<file path="src/design/nir_pkg.sv">
// Shared types and constants for the NEC IR frame receiver.
// No dependencies; imported by every module of the block.
`timescale 1ns / 1ps

package nir_pkg;

   localparam int CsrIndexWidth = 3;
   localparam int CsrDataWidth  = 8;
   localparam int FrameBits     = 32;
   localparam int BitIndexWidth = $clog2(FrameBits);

   localparam logic [CsrIndexWidth-1:0] CSR_LEADER_LOW_LIMIT  = 3'd0;
   localparam logic [CsrIndexWidth-1:0] CSR_LEADER_HIGH_LIMIT = 3'd1;
   localparam logic [CsrIndexWidth-1:0] CSR_BIT_LOW_LIMIT     = 3'd2;
   localparam logic [CsrIndexWidth-1:0] CSR_BIT_HIGH_LIMIT    = 3'd3;
   localparam logic [CsrIndexWidth-1:0] CSR_ONE_THRESHOLD     = 3'd4;

   localparam logic [7:0] LEADER_LOW_LIMIT_RESET  = 8'd200;
   localparam logic [7:0] LEADER_HIGH_LIMIT_RESET = 8'd80;
   localparam logic [7:0] BIT_LOW_LIMIT_RESET     = 8'd15;
   localparam logic [7:0] BIT_HIGH_LIMIT_RESET    = 8'd40;
   localparam logic [7:0] ONE_THRESHOLD_RESET     = 8'd25;

   localparam logic [8:0] COMPLEMENT_SUM = 9'h0FF;
   localparam logic [BitIndexWidth-1:0] LAST_BIT_INDEX = BitIndexWidth'(FrameBits - 1);

   typedef enum logic [4:0] {
      PH_IDLE      = 5'b00001,
      PH_LEAD_LOW  = 5'b00010,
      PH_LEAD_HIGH = 5'b00100,
      PH_BIT_LOW   = 5'b01000,
      PH_BIT_HIGH  = 5'b10000
   } phase_type;

   typedef struct packed {
      logic [7:0] leader_low_limit;
      logic [7:0] leader_high_limit;
      logic [7:0] bit_low_limit;
      logic [7:0] bit_high_limit;
      logic [7:0] one_threshold;
   } cfg_type;

   typedef struct packed {
      logic [7:0] key_code;
      logic [7:0] address_code;
      logic       status;
   } rsp_type;

endpackage

</file>
<file path="src/design/nir_csr.sv">
// Configuration registers of the NEC IR frame receiver.
// Depends on nir_pkg for register indexes, reset values and cfg_type.
`timescale 1ns / 1ps

module nir_csr (
   input  logic                              clock,
   input  logic                              reset,
   input  logic                              csr_write,
   input  logic [nir_pkg::CsrIndexWidth-1:0] csr_index,
   input  logic [nir_pkg::CsrDataWidth-1:0]  csr_data,
   output nir_pkg::cfg_type                  cfg
);
   import nir_pkg::*;

   cfg_type cfg_ff;
   cfg_type cfg_in;

   always_comb begin
      cfg_in = cfg_ff;
      if (csr_write) begin
         case (csr_index)
            CSR_LEADER_LOW_LIMIT:  cfg_in.leader_low_limit  = csr_data;
            CSR_LEADER_HIGH_LIMIT: cfg_in.leader_high_limit = csr_data;
            CSR_BIT_LOW_LIMIT:     cfg_in.bit_low_limit     = csr_data;
            CSR_BIT_HIGH_LIMIT:    cfg_in.bit_high_limit    = csr_data;
            CSR_ONE_THRESHOLD:     cfg_in.one_threshold     = csr_data;
            default:               cfg_in = cfg_ff;
         endcase
      end
   end

   always_ff @(posedge clock) begin
      if (reset) begin
         cfg_ff.leader_low_limit  <= LEADER_LOW_LIMIT_RESET;
         cfg_ff.leader_high_limit <= LEADER_HIGH_LIMIT_RESET;
         cfg_ff.bit_low_limit     <= BIT_LOW_LIMIT_RESET;
         cfg_ff.bit_high_limit    <= BIT_HIGH_LIMIT_RESET;
         cfg_ff.one_threshold     <= ONE_THRESHOLD_RESET;
      end else begin
         cfg_ff <= cfg_in;
      end
   end

   assign cfg = cfg_ff;

endmodule

</file>
<file path="src/design/nir_decoder.sv">
// Input register and frame decoder: phase, tick count, bit index and frame bits.
// Depends on nir_pkg for phase_type, cfg_type and rsp_type.
`timescale 1ns / 1ps

module nir_decoder (
   input  logic             clock,
   input  logic             reset,
   input  logic             req_valid,
   output logic             req_stall,
   input  logic             req_pin_level,
   input  nir_pkg::cfg_type cfg,
   input  logic             rsp_space,
   output logic             rsp_push,
   output nir_pkg::rsp_type rsp_data
);
   import nir_pkg::*;

   logic                     in_valid_ff;
   logic                     in_valid_in;
   logic                     in_level_ff;
   logic                     advance;
   logic                     lvl;

   phase_type                phase_ff;
   phase_type                phase_in;
   logic [7:0]               count_ff;
   logic [7:0]               count_in;
   logic [BitIndexWidth-1:0] index_ff;
   logic [BitIndexWidth-1:0] index_in;
   logic [FrameBits-1:0]     frame_ff;
   logic [FrameBits-1:0]     frame_in;

   logic                     fresh;
   logic [BitIndexWidth-1:0] fresh_index;
   logic [FrameBits-1:0]     fresh_frame;
   logic                     bit_exit;
   logic [8:0]               exit_count;
   logic [FrameBits-1:0]     bit_frame;
   logic                     emit;
   logic [FrameBits-1:0]     emit_frame;
   logic                     sums_ok;

   assign advance     = in_valid_ff && rsp_space;
   assign req_stall   = in_valid_ff && !rsp_space;
   assign in_valid_in = req_valid ? 1'b1 : (in_valid_ff && !advance);
   assign lvl         = in_level_ff;

   always_ff @(posedge clock) begin
      if (reset) begin
         in_valid_ff <= 1'b0;
      end else begin
         in_valid_ff <= req_stall ? in_valid_ff : in_valid_in;
      end
   end

   always_ff @(posedge clock) begin
      if (req_valid && !req_stall) begin
         in_level_ff <= req_pin_level;
      end
   end

   assign bit_frame = frame_ff |
      (FrameBits'(exit_count > {1'b0, cfg.one_threshold}) << index_ff);

   always_comb begin
      phase_in    = phase_ff;
      count_in    = count_ff;
      index_in    = index_ff;
      frame_in    = frame_ff;
      fresh       = 1'b0;
      fresh_index = '0;
      fresh_frame = '0;
      bit_exit    = 1'b0;
      exit_count  = '0;
      emit        = 1'b0;
      emit_frame  = frame_ff;

      case (phase_ff)
         PH_LEAD_LOW: begin
            if (!lvl && count_ff < cfg.leader_low_limit) begin
               count_in = count_ff + 8'd1;
            end else if (lvl && cfg.leader_high_limit != 8'd0) begin
               phase_in = PH_LEAD_HIGH;
               count_in = 8'd1;
            end else begin
               fresh = 1'b1;
            end
         end
         PH_LEAD_HIGH: begin
            if (lvl && count_ff < cfg.leader_high_limit) begin
               count_in = count_ff + 8'd1;
            end else begin
               fresh = 1'b1;
            end
         end
         PH_BIT_LOW: begin
            if (!lvl && count_ff < cfg.bit_low_limit) begin
               count_in = count_ff + 8'd1;
            end else if (lvl) begin
               fresh       = 1'b1;
               fresh_index = index_ff;
               fresh_frame = frame_ff;
            end else begin
               bit_exit = 1'b1;
            end
         end
         PH_BIT_HIGH: begin
            if (lvl && count_ff < cfg.bit_high_limit) begin
               count_in = count_ff + 8'd1;
            end else begin
               bit_exit   = 1'b1;
               exit_count = {1'b0, count_ff} + {8'd0, lvl};
            end
         end
         default: begin
            if (lvl) begin
               phase_in = PH_IDLE;
            end else if (cfg.leader_low_limit != 8'd0) begin
               phase_in = PH_LEAD_LOW;
               count_in = 8'd1;
               index_in = '0;
               frame_in = '0;
            end else begin
               fresh = 1'b1;
            end
         end
      endcase

      if (bit_exit) begin
         if (index_ff == LAST_BIT_INDEX) begin
            emit       = 1'b1;
            emit_frame = bit_frame;
         end else begin
            fresh       = 1'b1;
            fresh_index = index_ff + 1'b1;
            fresh_frame = bit_frame;
         end
      end

      // fresh bit phase; a zero limit runs the rest of the frame in this tick
      if (fresh) begin
         if (!lvl && cfg.bit_low_limit != 8'd0) begin
            phase_in = PH_BIT_LOW;
            count_in = 8'd1;
            index_in = fresh_index;
            frame_in = fresh_frame;
         end else if (lvl && cfg.bit_high_limit != 8'd0) begin
            phase_in = PH_BIT_HIGH;
            count_in = 8'd1;
            index_in = fresh_index;
            frame_in = fresh_frame;
         end else begin
            emit       = 1'b1;
            emit_frame = fresh_frame;
            if (lvl && cfg.one_threshold == 8'd0) begin
               emit_frame = fresh_frame | ({FrameBits{1'b1}} << fresh_index);
            end
         end
      end

      if (emit) begin
         index_in = '0;
         frame_in = '0;
         if (lvl) begin
            phase_in = PH_IDLE;
            count_in = 8'd0;
         end else begin
            phase_in = PH_LEAD_LOW;
            count_in = (cfg.leader_low_limit != 8'd0) ? 8'd1 : 8'd0;
         end
      end
   end

   always_ff @(posedge clock) begin
      if (reset) begin
         phase_ff <= PH_IDLE;
         count_ff <= '0;
         index_ff <= '0;
         frame_ff <= '0;
      end else if (advance) begin
         phase_ff <= phase_in;
         count_ff <= count_in;
         index_ff <= index_in;
         frame_ff <= frame_in;
      end
   end

   assign sums_ok = ({1'b0, emit_frame[7:0]} + {1'b0, emit_frame[15:8]} == COMPLEMENT_SUM) &&
                    ({1'b0, emit_frame[23:16]} + {1'b0, emit_frame[31:24]} == COMPLEMENT_SUM);

   assign rsp_push              = advance && emit;
   assign rsp_data.key_code     = emit_frame[23:16];
   assign rsp_data.address_code = emit_frame[7:0];
   assign rsp_data.status       = !sums_ok;

endmodule

</file>
<file path="src/design/nir_rsp_queue.sv">
// Two-entry result queue between the decoder and the rsp channel.
// Depends on nir_pkg for rsp_type.
`timescale 1ns / 1ps

module nir_rsp_queue (
   input  logic             clock,
   input  logic             reset,
   input  logic             push,
   input  nir_pkg::rsp_type push_data,
   output logic             space,
   output logic             rsp_valid,
   input  logic             rsp_stall,
   output nir_pkg::rsp_type rsp_data
);
   import nir_pkg::*;

   rsp_type    entry_ff [2];
   logic       wr_ptr_ff;
   logic       rd_ptr_ff;
   logic [1:0] fill_ff;
   logic [1:0] fill_in;
   logic       pop;

   assign rsp_valid = fill_ff != 2'd0;
   assign space     = fill_ff != 2'd2;
   assign pop       = rsp_valid && !rsp_stall;
   assign rsp_data  = entry_ff[rd_ptr_ff];

   always_comb begin
      fill_in = fill_ff;
      if (push && !pop) begin
         fill_in = fill_ff + 2'd1;
      end else if (pop && !push) begin
         fill_in = fill_ff - 2'd1;
      end
   end

   always_ff @(posedge clock) begin
      if (reset) begin
         wr_ptr_ff <= 1'b0;
         rd_ptr_ff <= 1'b0;
         fill_ff   <= 2'd0;
      end else begin
         fill_ff <= fill_in;
         if (push) begin
            wr_ptr_ff <= !wr_ptr_ff;
         end
         if (pop) begin
            rd_ptr_ff <= !rd_ptr_ff;
         end
      end
   end

   always_ff @(posedge clock) begin
      if (push) begin
         entry_ff[wr_ptr_ff] <= push_data;
      end
   end

endmodule

</file>
<file path="src/design/nec_ir_frame_receiver.sv">
// Top level of the NEC IR frame receiver: config registers, decoder, result queue.
// Depends on nir_pkg, nir_csr, nir_decoder and nir_rsp_queue.
//
//   channel | handshake          | payload
//   --------+--------------------+------------------------------------------
//   req     | req_valid/stall    | req_pin_level (one line sample per item)
//   rsp     | rsp_valid/stall    | rsp_key_code, rsp_address_code, rsp_status
//   csr     | csr_write          | csr_index, csr_data
//
// One item per cycle unless req stalls; an accepted sample is held in the input
// register and decoded from there; a frame result is registered in the queue before rsp.
// Results sit in a two-entry queue; req stalls only when both entries are full.
// Reset is synchronous: phase idle, counters and frame bits cleared, registers
// back to their default limits.
`timescale 1ns / 1ps

module nec_ir_frame_receiver (
   input  logic                              clock,
   input  logic                              reset,
   input  logic                              req_valid,
   output logic                              req_stall,
   input  logic                              req_pin_level,
   output logic                              rsp_valid,
   input  logic                              rsp_stall,
   output logic [7:0]                        rsp_key_code,
   output logic [7:0]                        rsp_address_code,
   output logic                              rsp_status,
   input  logic                              csr_write,
   input  logic [nir_pkg::CsrIndexWidth-1:0] csr_index,
   input  logic [nir_pkg::CsrDataWidth-1:0]  csr_data
);
   import nir_pkg::*;

   cfg_type cfg;
   logic    rsp_space;
   logic    rsp_push;
   rsp_type push_data;
   rsp_type head_data;

   nir_csr u_csr (
      .clock     (clock),
      .reset     (reset),
      .csr_write (csr_write),
      .csr_index (csr_index),
      .csr_data  (csr_data),
      .cfg       (cfg)
   );

   nir_decoder u_decoder (
      .clock         (clock),
      .reset         (reset),
      .req_valid     (req_valid),
      .req_stall     (req_stall),
      .req_pin_level (req_pin_level),
      .cfg           (cfg),
      .rsp_space     (rsp_space),
      .rsp_push      (rsp_push),
      .rsp_data      (push_data)
   );

   nir_rsp_queue u_rsp_queue (
      .clock     (clock),
      .reset     (reset),
      .push      (rsp_push),
      .push_data (push_data),
      .space     (rsp_space),
      .rsp_valid (rsp_valid),
      .rsp_stall (rsp_stall),
      .rsp_data  (head_data)
   );

   assign rsp_key_code     = head_data.key_code;
   assign rsp_address_code = head_data.address_code;
   assign rsp_status       = head_data.status;

endmodule
</file>
<file path="config.mk">
export PLATFORM = sky130hd
export DESIGN_NAME = nec_ir_frame_receiver
export DESIGN_NICKNAME = d
export VERILOG_FILES = /design/src/design/nir_pkg.sv /design/src/design/nir_csr.sv /design/src/design/nir_decoder.sv /design/src/design/nir_rsp_queue.sv /design/src/design/nec_ir_frame_receiver.sv
export SDC_FILE = /design/constraint.sdc
export NUM_CORES = 1
export LEC_CHECK = 0
export ABC_AREA = 1
export BUFFER_PORTS_ARGS = -buffer_cell sky130_fd_sc_hd__buf_2
export CAP_MARGIN = 20
export CORE_MARGIN = 4
export CORE_UTILIZATION = 45
export DETAILED_ROUTE_END_ITERATION = 12
export SYNTH_ARGS = -nofsm -noshare
export SYNTH_HDL_FRONTEND = slang
export SYNTH_SLANG_ARGS = --single-unit
</file>
<file path="constraint.sdc">
create_clock -name clock -period 5.9 [get_ports clock]
set_clock_uncertainty 0.1 [all_clocks]
set_input_delay 0 -clock clock [delete_from_list [all_inputs] [get_ports clock]]
set_output_delay 0 -clock clock [all_outputs]
set_load 0.02 [all_outputs]
</file>
==> results by stage, run 1 <==
Flow run:
- Max-cap violations in this run came to 0.

Global route:
- The initial antenna violation count came to 0.
- The global-route usage over all layers is 25.53%.
- The largest net degree at the start of global routing is 50.
- The first-pass GRT wire length is 48720 um.
- The via count of the first global-routing pass came to 9193.
- The final global-route overflow total is 0.

Clocking:
- For the worst-skew pair, the clock arrives at the later sink with an insertion delay of 0.43 ns.
- The number of sinks on the clock net is 131.
- The buffers inserted during post-CTS setup optimization is 0.
- TritonCTS built the clock tree.
- The root buffer cell chosen for the clock tree is clkbuf_16.
- CTS built an H-tree with a depth of 4.
- TritonCTS created 17 clock buffers.
- The clock-pin slew reported for the worst setup and hold paths after clock tree synthesis is 0.07 ns.
- Counting along the longest clock path gives a buffer depth of 2.

Pwr:
- The share of total power consumed by net switching is 25.60%.
- The proportion of power drawn by flip-flops and latches is 41.3%.
- The part of the power in combinational logic is 7.7%.
- For this design the total switching power over the nets is 0.5878 mW.
- Internal power comes to 1.709 mW.
- The relative contribution of the clock network to total power is 51.0%.
- Summed over all cells, the static leakage comes to 4.547 nW.
- Dividing total power by cell area gives a power density of 213.4 nW/um^2.
- The worst-case IR drop observed on VDD is 196.7 uV.

Timing:
- The final critical-path required period is 5.413 ns.
- For this run, the top clock speed supported by timing is 184.8 MHz.
- The number of max-slew violations in the final report came to 0.
- Setup repair after global routing left no endpoint under its margin.
- The worst path setup slack after routing is 0.4873 ns.
- Setup violations remaining at the end of the flow were counted as 0.
- The final hold violation count came to 0.
- The worst-margin pin slew is 0.9568 ns.
- The worst pin sits at a relative slew slack of 36.21%.
- The part of the cycle the worst path needs is 91.74%.
- The total negative slack for setup checks is 0 ns.

Drt:
- In the routed design, unresolved DRC markers number 0.
- Summing over every cut layer, the via total after detailed routing is 9704.
- After detailed routing, the total wire length is 30080 um.
- The number of DRC violations after detailed-routing iteration 0 is 903.
- Dividing the detail-routed via count by the number of cells gives 5.635.
- After detailed routing, the average wire length per cell comes to 17.47 um.
- Before antenna repair, the detailed router went through 9 iterations.
- The post-route antenna net violation count is 0.

Status:
- The run finished with clean final reports.

Layout:
- The area growth from synthesis to layout is 13.25%.
- With fillers left out, the area of the finished cells amounts to 10760 sq um.
- The number of inserted diodes is 0.
- The final layout contains 1516 nets.
- The share of final-layout standard cells stronger than drive strength 1 is 9.917%.

Logic synthesis:
- The sequential cell area fraction in the yosys report is 31.28%.
- Yosys mapped the design onto 51 distinct sky130hd cell types.
- The synthesized area per cell is 6.778 sq um.
- The number of synthesized flops with an enable pin is 35.
- The register bit total from synthesis is 131.
- Summing the areas of all fa, ha and maj instances in the mapped netlist gives 8.058% of the synthesized area.
- For this run, the leading register cell type out of synthesis is dfxtp_1.
- Synthesis handed over a netlist of 1402 instances.
- After synthesis, the largest family of logic cells by area is simple AND/OR/NAND/NOR gates.
- The synthesized netlist net count is 1479.
- Of all flip-flops after synthesis, the portion carrying an async set or reset was 0%.
- During synthesis, Yosys emitted a total of 0 warnings.
- Summing every instance area after synthesis gives 9503 sq um.
- The complex-gate fraction of the synthesized area is 19.58%.
- In the synthesized netlist, mux cells make up 2.014% of the area.
- After Yosys synthesis, XOR and XNOR cells account for 0.9217% of the synthesized area.
- The simple-gate portion of the synthesized area is 27.49%.

Hold path:
- The startpoint identified for the worst hold timing path is csr_write.
- The sink of the worst hold path is u_csr.cfg[28].
- The min-delay analysis places its worst path in the category in -> reg.
- The instance count along the most critical hold path is 6.

Critical path:
- The cell type of the slowest stage on the worst timing path is dfxtp_1.
- The setup slack of the most critical reg-to-reg path is 0.49 ns.
- The reg-to-reg critical path startpoint is u_decoder.count_ff[6].
- The destination of the worst register-to-register timing path is u_rsp_queue.entry_ff[1][0].
- The data arrival at the endpoint of the critical path is 5.46 ns.
- The nature of the critical path endpoint is a flip-flop.
- The number of buffers and inverters on the critical path is 2.
- The kind of critical path is reg -> reg.
- The worst register-to-register path has a depth of 35.
- On the worst path, the slowest cell contributes a delay of 0.40 ns.
- Along the worst path, the maximum fanout reaches 16.
- The top cell family by delay on the critical path is simple AND/OR/NAND/NOR gates.
- The category of the worst setup path launch point is a flip-flop.
- STA puts the critical path data required time at 5.95 ns.
- The cell type with the highest occurrence count on the critical path is nand2_1.

Floorplan:
- In this run the count of I/O pins placed on the die edge is 36.
- In this run the core area contains 52 standard-cell rows.
- From left edge to right edge, the die measures 153.3 um.
- The core region is 20490 sq um.
- The die span in y is 153.3 um.
- The die area is 23510 sq um.
- The initial cell density of the core is 46.37%.

Place:
- Summed over all nets, the half-perimeter wirelength after detailed placement is 20500 um.
- The count of port buffers added during placement is 35.
- The last weighted congestion value of the routability-driven placer is 0.8966.
- The total placed instance area is 9861 sq um.
- Timing analysis after detailed placement gives a worst setup slack of 0.5830 ns.
Yosys cell counts (all sizes together), types with 20 or more instances:
| cell type | number | area (sq um) |
|---|---|---|
| edfxtp | 35 | 1051 |
| clkbuf | 44 | 165.2 |
| nand3 | 134 | 680.7 |
| ha | 58 | 725.7 |
| o21ai | 158 | 794.5 |
| nand4 | 23 | 150.1 |
| buf | 21 | 155.2 |
| nand2 | 307 | 1202 |
| inv | 178 | 668.1 |
| dfxtp | 96 | 1922 |
| o211ai | 20 | 150.1 |
| nor2 | 107 | 421.7 |
| a21oi | 118 | 594.3 |
power groups by stage:
stage                     sequential [mW]  clock [mW]  combinational (mW)
after floorplan                     0.959           0               0.119
after global placement              0.967           0               0.163
after detailed placement            0.968           0               0.165
after CTS                           0.948        1.19               0.177
after global routing                0.949        1.24               0.196
final                               0.948        1.17               0.178
worst register-to-register path: cells and delay by family (launching register included):
family	cells	cell delay, ns
AND/OR/NAND/NOR	23	2.37
adder cells (fa/ha/maj)	4	1.25
AO/OA/AOI/OAI	6	0.86
flip-flops	1	0.40
buffers and inverters	2	0.15
layout make-up:
class                      count  area (sq um)
clock inverter                13         198.9
sequential                   131          2975
timing repair buffer          83         600.6
multi-input combinational   1023          5524
inverter                     183         691.9
fill                        2044          9733
tap                          270         337.8
clock buffer                  19         432.9
flip-flops by register name (all words and copies together) (netlist names), named ones only:
register / cells
u_decoder.frame_ff: 32
u_rsp_queue.fill_ff: 2
u_decoder.in_valid_ff: 1
u_csr.cfg: 40
u_rsp_queue.rd_ptr_ff: 1
u_decoder.index_ff: 5
u_decoder.in_level_ff: 1
u_decoder.count_ff: 8
u_rsp_queue.entry_ff: 34
u_rsp_queue.wr_ptr_ff: 1
u_decoder.phase_ff: 5
per-layer routing:
layer / global-route usage, % / wire length (um) / vias to the layer above
li1: - / - / 4805
met2: 36.82 / 12310 / 381
met1: 38.19 / 14670 / 4458
met5: 0 / 0 / -
met3: 4.806 / 2459 / 60
met4: 8.358 / 637 / 0
cells by family after synthesis:
| family | Yosys count |
|---|---|
| compound gates | 340 |
| buf+inv | 248 |
| flops | 131 |
| xor+xnor | 10 |
| simple gates | 596 |
| fa+ha+maj | 60 |
| mux | 17 |
cell usage in the layout (no fill, tap or decap), drive strengths merged, types with 2 or more instances in the layout:
cell type and instances:
nand2 307, inv 183, o21ai 158, nand3 134, a21oi 118, nor2 107, dfxtp 96, ha 58
buf 57, edfxtp 35, dlygate4sd3 26, nand4 23, o211ai 20, clkbuf 19, mux2 17, nor3 13
xor2 9, a31oi 9, o22ai 7, clkinv 7, o21a 6, nor4 6, o31ai 5, a22oi 4
bufinv 4, a2bb2oi 4, and3 3, nor3b 2, o21bai 2, fa 2, clkinvlp 2
through the flow:
stage	cells	total power, mW	utilization (%)	hold WS [ns]
after global routing	1722	2.381	52.51	0.05737
after CTS	1722	2.317	52.47	0.003228
after detailed placement	1664	1.133	48.11	0.1142
final	1722	2.296	52.51	0.01820
after global placement	1664	1.131	48.11	0.1274
after floorplan	1402	1.078	-	-0.001131
how the worst max path moves through the flow:
stage | slack (ns) | cells after the start | start | to
final | 0.49 | 35 | u_decoder.count_ff[6] | u_rsp_queue.entry_ff[1][0]
after global routing | 0.009 | 36 | u_decoder.count_ff[6] | u_rsp_queue.entry_ff[1][0]
after CTS | 0.50 | 32 | u_decoder.count_ff[5] | u_rsp_queue.entry_ff[1][0]
after detailed placement | 0.58 | 33 | u_decoder.count_ff[1] | u_rsp_queue.entry_ff[1][0]
after global placement | 0.77 | 32 | u_decoder.count_ff[5] | u_rsp_queue.entry_ff[0][0]
after floorplan | 1.13 | 39 | u_decoder.count_ff[7] | u_rsp_queue.entry_ff[0][0]
timing repair:
item,in CTS,in global routing
hold buffers,26,0
endpoints found under the setup margin,0,2
resized for setup,0,3
endpoints found under the hold margin,48,0
(Power assumes the default switching activity.)
==> inputs of run 2 (changes only) <==
--- a/config.mk
+++ b/config.mk
@@ -13,4 +13,5 @@
 export DETAILED_ROUTE_END_ITERATION = 12
 export SYNTH_ARGS = -nofsm -noshare
 export SYNTH_HDL_FRONTEND = slang
+export SYNTH_HIERARCHICAL = 1
 export SYNTH_SLANG_ARGS = --single-unit
==> results by stage, run 2 <==
Status:
- The run finished with clean final reports.

Logic synthesis:
- The simple-gate portion of the synthesized area is 34.16% (+6.7 points).
- The synthesized netlist net count is 1593 (+7.7%).
- The post-synthesis async set-or-reset flop share is 0% (unchanged).
- The fraction of synthesized area in multiplexers came to 2.279% (+0.26 points).
- The post-synthesis share of cell area spent on xor and xnor gates is 1.395% (+0.47 points).
- The share of synthesized cell area in full adder, half adder and majority cells is 7.620% (-0.44 points).
- The sequential cell area fraction in the yosys report is 29.59% (-1.7 points).
- The count of cell types in the netlist is 55 (+7.8%).
- The complex-gate fraction of the synthesized area is 14.19% (-5.4 points).
- The share of the synthesized area in the top cell type was 19.13% (-1.1 points).
- The cell taking the most area after synthesis is dfxtp_1.
- The register bit total from synthesis is 131 (unchanged).
- The commonest cells after synthesis are nand2_1 (364), nor2_1 (188), inv_1 (170).
- Sorting the synthesized cells by area gives the leading types as dfxtp_1 (19%), nand2_1 (14%), edfxtp_1 (10%).
- The number of synthesized flops with an enable pin is 35 (unchanged).
- The cell area after technology mapping was 10050 sq um (+5.7%).
- The synthesized area per cell is 6.628 sq um (-2.2%).
- After synthesis, the largest family of logic cells by area is simple AND/OR/NAND/NOR gates.
- The leading register cell type out of synthesis is dfxtp_1.
- The number of synthesis warnings was 6 (+6).
- In the post-synthesis netlist, the cell with the most instances is nand2_1.
- The number of cells produced by synthesis is 1516 (+8.1%).

Timing:
- The achievable frequency is 189.9 MHz (+2.8%).
- The headroom to the max-slew limit is 29.68% (-6.5 points).
- Setup repair after global routing left no endpoint under its margin.
- The worst-margin pin slew is 1.051 ns (+0.09417 ns).
- The number of setup violations in the final report was 0 (unchanged).
- The number of max-slew violations in the final report is 0 (unchanged).
- The total negative slack for setup checks came to 0 ns (unchanged).
- The final critical-path required period is 5.265 ns (-0.1480 ns).
- The final hold violation count was 0 (unchanged).
- The part of the cycle the worst path needs is 89.23% (-2.5 points).
- The final hold slack is 0.08706 ns (+0.06886 ns).

Critical path:
- The nature of the critical path endpoint is a flip-flop.
- The cell family contributing the most delay on the critical path is simple AND/OR/NAND/NOR gates.
- The cell type with the highest occurrence count on the critical path is nand2_1.
- The destination of the critical timing path is u_rsp_queue/entry_ff[0][0].
- The critical path depth in cells is 36 (+2.9%).
- The number of cells traversed by the worst register-to-register path was 36 (+2.9%).
- The critical-path maximum fanout is 10 (-6).
- The destination of the worst register-to-register timing path is u_rsp_queue/entry_ff[0][0].
- The worst setup path is launched from a flip-flop.
- The largest stage delay on the critical path was 0.57 ns (+0.17 ns).
- For this design, the slowest cell found on the critical path is dfxtp_1.
- The kind of critical path is reg -> reg.
- The data arrival at the endpoint of the critical path is 5.32 ns (-0.14 ns).
- The setup slack of the most critical reg-to-reg path is 0.64 ns (+0.15 ns).
- The launching element of the worst setup path is u_decoder/count_ff[5].
- The number of buffers and inverters on the critical path is 4 (+2).
- The required time reported for the critical path endpoint is 5.95 ns (about the same).
- The worst register-to-register path begins at u_decoder/count_ff[5].

Drt:
- The via count is 10.06k (+3.7%).
- The aggregate routed wire length is 30690 um (+2.0%).
- The post-route antenna net violation count is 0 (unchanged).
- The length of the first detailed-routing pass in iterations is 6 (-3).
- The number of DRC violations after detailed-routing iteration 0 is 984 (+9.0%).
- The post-detailed-route wirelength per cell came to 16.66 um (-4.6%).
- The total DRC errors in the routed layout is 0 (unchanged).
- The routed via count divided by cell count is 5.463 (-3.1%).

Place:
- The last weighted congestion value of the routability-driven placer is 0.9384 (+4.7%).
- The count of port buffers added during placement was 35 (unchanged).
- The total placed instance area is 10380 sq um (+5.3%).
- The HPWL after detailed placement is 21840 um (+6.5%).

Clocking:
- The clock-pin slew reported for the worst setup and hold paths after clock tree synthesis is 0.06 ns (about the same).
- The number of sinks on the clock net is 131 (unchanged).
- The source-to-sink clock delay at the later pin of the worst-skew pair is 0.43 ns (about the same).
- The number of buffers between clock root and the deepest sink came to 2 (unchanged).
- The clock tree from TritonCTS is yes.
- The CTS buffer count came to 17 (unchanged).
- The cell sitting at the root of the clock tree is a clkbuf_16.
- The number of H-tree levels came to 4 (unchanged).

Hold path:
- The tightest min-delay check is of the in -> reg type.

Floorplan:
- The die area is 24780 sq um (+5.4%).
- The area of the core region was 21890 sq um (+6.8%).
- The x dimension of the die is 157.4 um (+2.7%).
- The initial cell density of the core is 45.90% (-0.47 points).
- The count of boundary I/O pins is 36 (unchanged).
- The die span in y is 157.4 um (+2.7%).
- The placement row count is 54 (+3.8%).

Layout:
- The core occupancy in the finished layout is 51.17% (-1.3 points).
- The share of final-layout standard cells stronger than drive strength 1 is 10.37% (+0.45 points).
- The synthesis-to-layout area growth is 11.47%.
- The top cell types in the final layout, fill and taps aside, are nand2_1 (363), nor2_1 (188), inv_1 (170), nand3_1 (150), o21ai_0 (111).
- The area of all placed cells without fillers is 11200 sq um (+4.1%).
- Leaving out fill and tap cells, the most frequent cell in the layout is nand2_1.
- The number of nets at the end of the flow is 1626 (+7.3%).
- The number of fill cells is 2236 (+9.4%).
- The number of flip-flops under the largest register name came to 40 (unchanged).
- The number of inserted diodes is 0 (unchanged).

Pwr:
- The leakage power summed over all cells came to 4.727 nW (+3.9%).
- The power density over the cells is 196.9 nW/um^2 (-7.7%).
- The peak supply drop was 168.0 uV (-15%).

Global route:
- The initial antenna violation count was 0 (unchanged).
- The largest net degree at the start of global routing is 54 (+8.0%).
- The via count of the first global-routing pass is 9429 (+2.6%).
- The global-route usage over all layers was 25.30% (-0.22 points).
- The final global-route overflow total is 0 (unchanged).
- The first-pass GRT wire length is 50290 um (+3.2%).

Flow run:
- The max capacitance violation total is 0 (unchanged).
run 2: layout make-up:
cell class | count | area (sq um) | area share, %
clock buffer | 20 | 461.7 | 4.122
multi-input combinational | 1131 | 5996 | 53.53
tap | 280 | 350.3 | 3.128
sequential | 131 | 2975 | 26.56
timing repair buffer | 82 | 613.1 | 5.474
clock inverter | 12 | 96.34 | 0.8601
inverter | 186 | 708.2 | 6.323
run 2: power by group:
| group | switching, mW | total, mW | leakage, nW | internal [mW] |
|---|---|---|---|---|
| clock network | 0.453 | 1.03 | 0.270 | 0.576 |
| logic | 0.147 | 0.223 | 3.35 | 0.0757 |
| registers | 0.0189 | 0.954 | 1.11 | 0.935 |
run 2: timing repair:
| action | in CTS | in global routing |
|---|---|---|
| hold buffers | 26 | 0 |
| buffers inserted | 0 | 0 |
| endpoints found under the hold margin | 46 | 0 |
| endpoints found under the setup margin | 0 | 2 |
| gates resized for setup | 0 | 2 |
run 2: worst min path at each step:
stage / from / to / slack, ns / depth (start not counted)
after detailed placement: req_pin_level / u_decoder/in_level_ff / 0.08 / 1
after floorplan: reset / u_rsp_queue/wr_ptr_ff / -0.02 / 1
final: reset / u_decoder/count_ff[3] / 0.09 / 3
after global routing: reset / u_decoder/count_ff[3] / 0.14 / 3
after CTS: reset / u_decoder/count_ff[3] / 0.09 / 3
after global placement: req_pin_level / u_decoder/in_level_ff / 0.08 / 1
run 2: worst register-to-register path, delay by kind of cell (launching register included):
kind,cells,cell delay (ns)
flip-flops,1,0.57
buffers and inverters,4,0.28
AO/OA/AOI/OAI,4,0.68
AND/OR/NAND/NOR,25,2.46
adder cells (fa/ha/maj),3,0.89
run 2: metal layers:
layer | routed length [um] | global-route usage, % | vias to the layer above
met5 | 0 | 0 | -
met3 | 2676 | 5.389 | 32
met4 | 517 | 6.637 | 0
met2 | 12850 | 37.33 | 398
li1 | - | - | 5034
met1 | 14650 | 37.48 | 4598
run 2: through the flow:
step           cells  setup WS, ns  power, mW
2_1_floorplan   1516         1.336      1.123
3_3_place_gp    1783        0.6836      1.180
3_5_place_dp    1784        0.6117      1.184
4_1_cts         1842        0.5448      2.224
5_1_grt         1842       0.03492      2.297
6_report        1842        0.6353      2.205
run 2: logic make-up after synthesis:
| family | Yosys count |
|---|---|
| AO/OA/AOI/OAI | 257 |
| XOR/XNOR | 16 |
| adder cells (fa/ha/maj) | 60 |
| buffers and inverters | 254 |
| flip-flops | 131 |
| multiplexers | 17 |
| AND/OR/NAND/NOR | 781 |
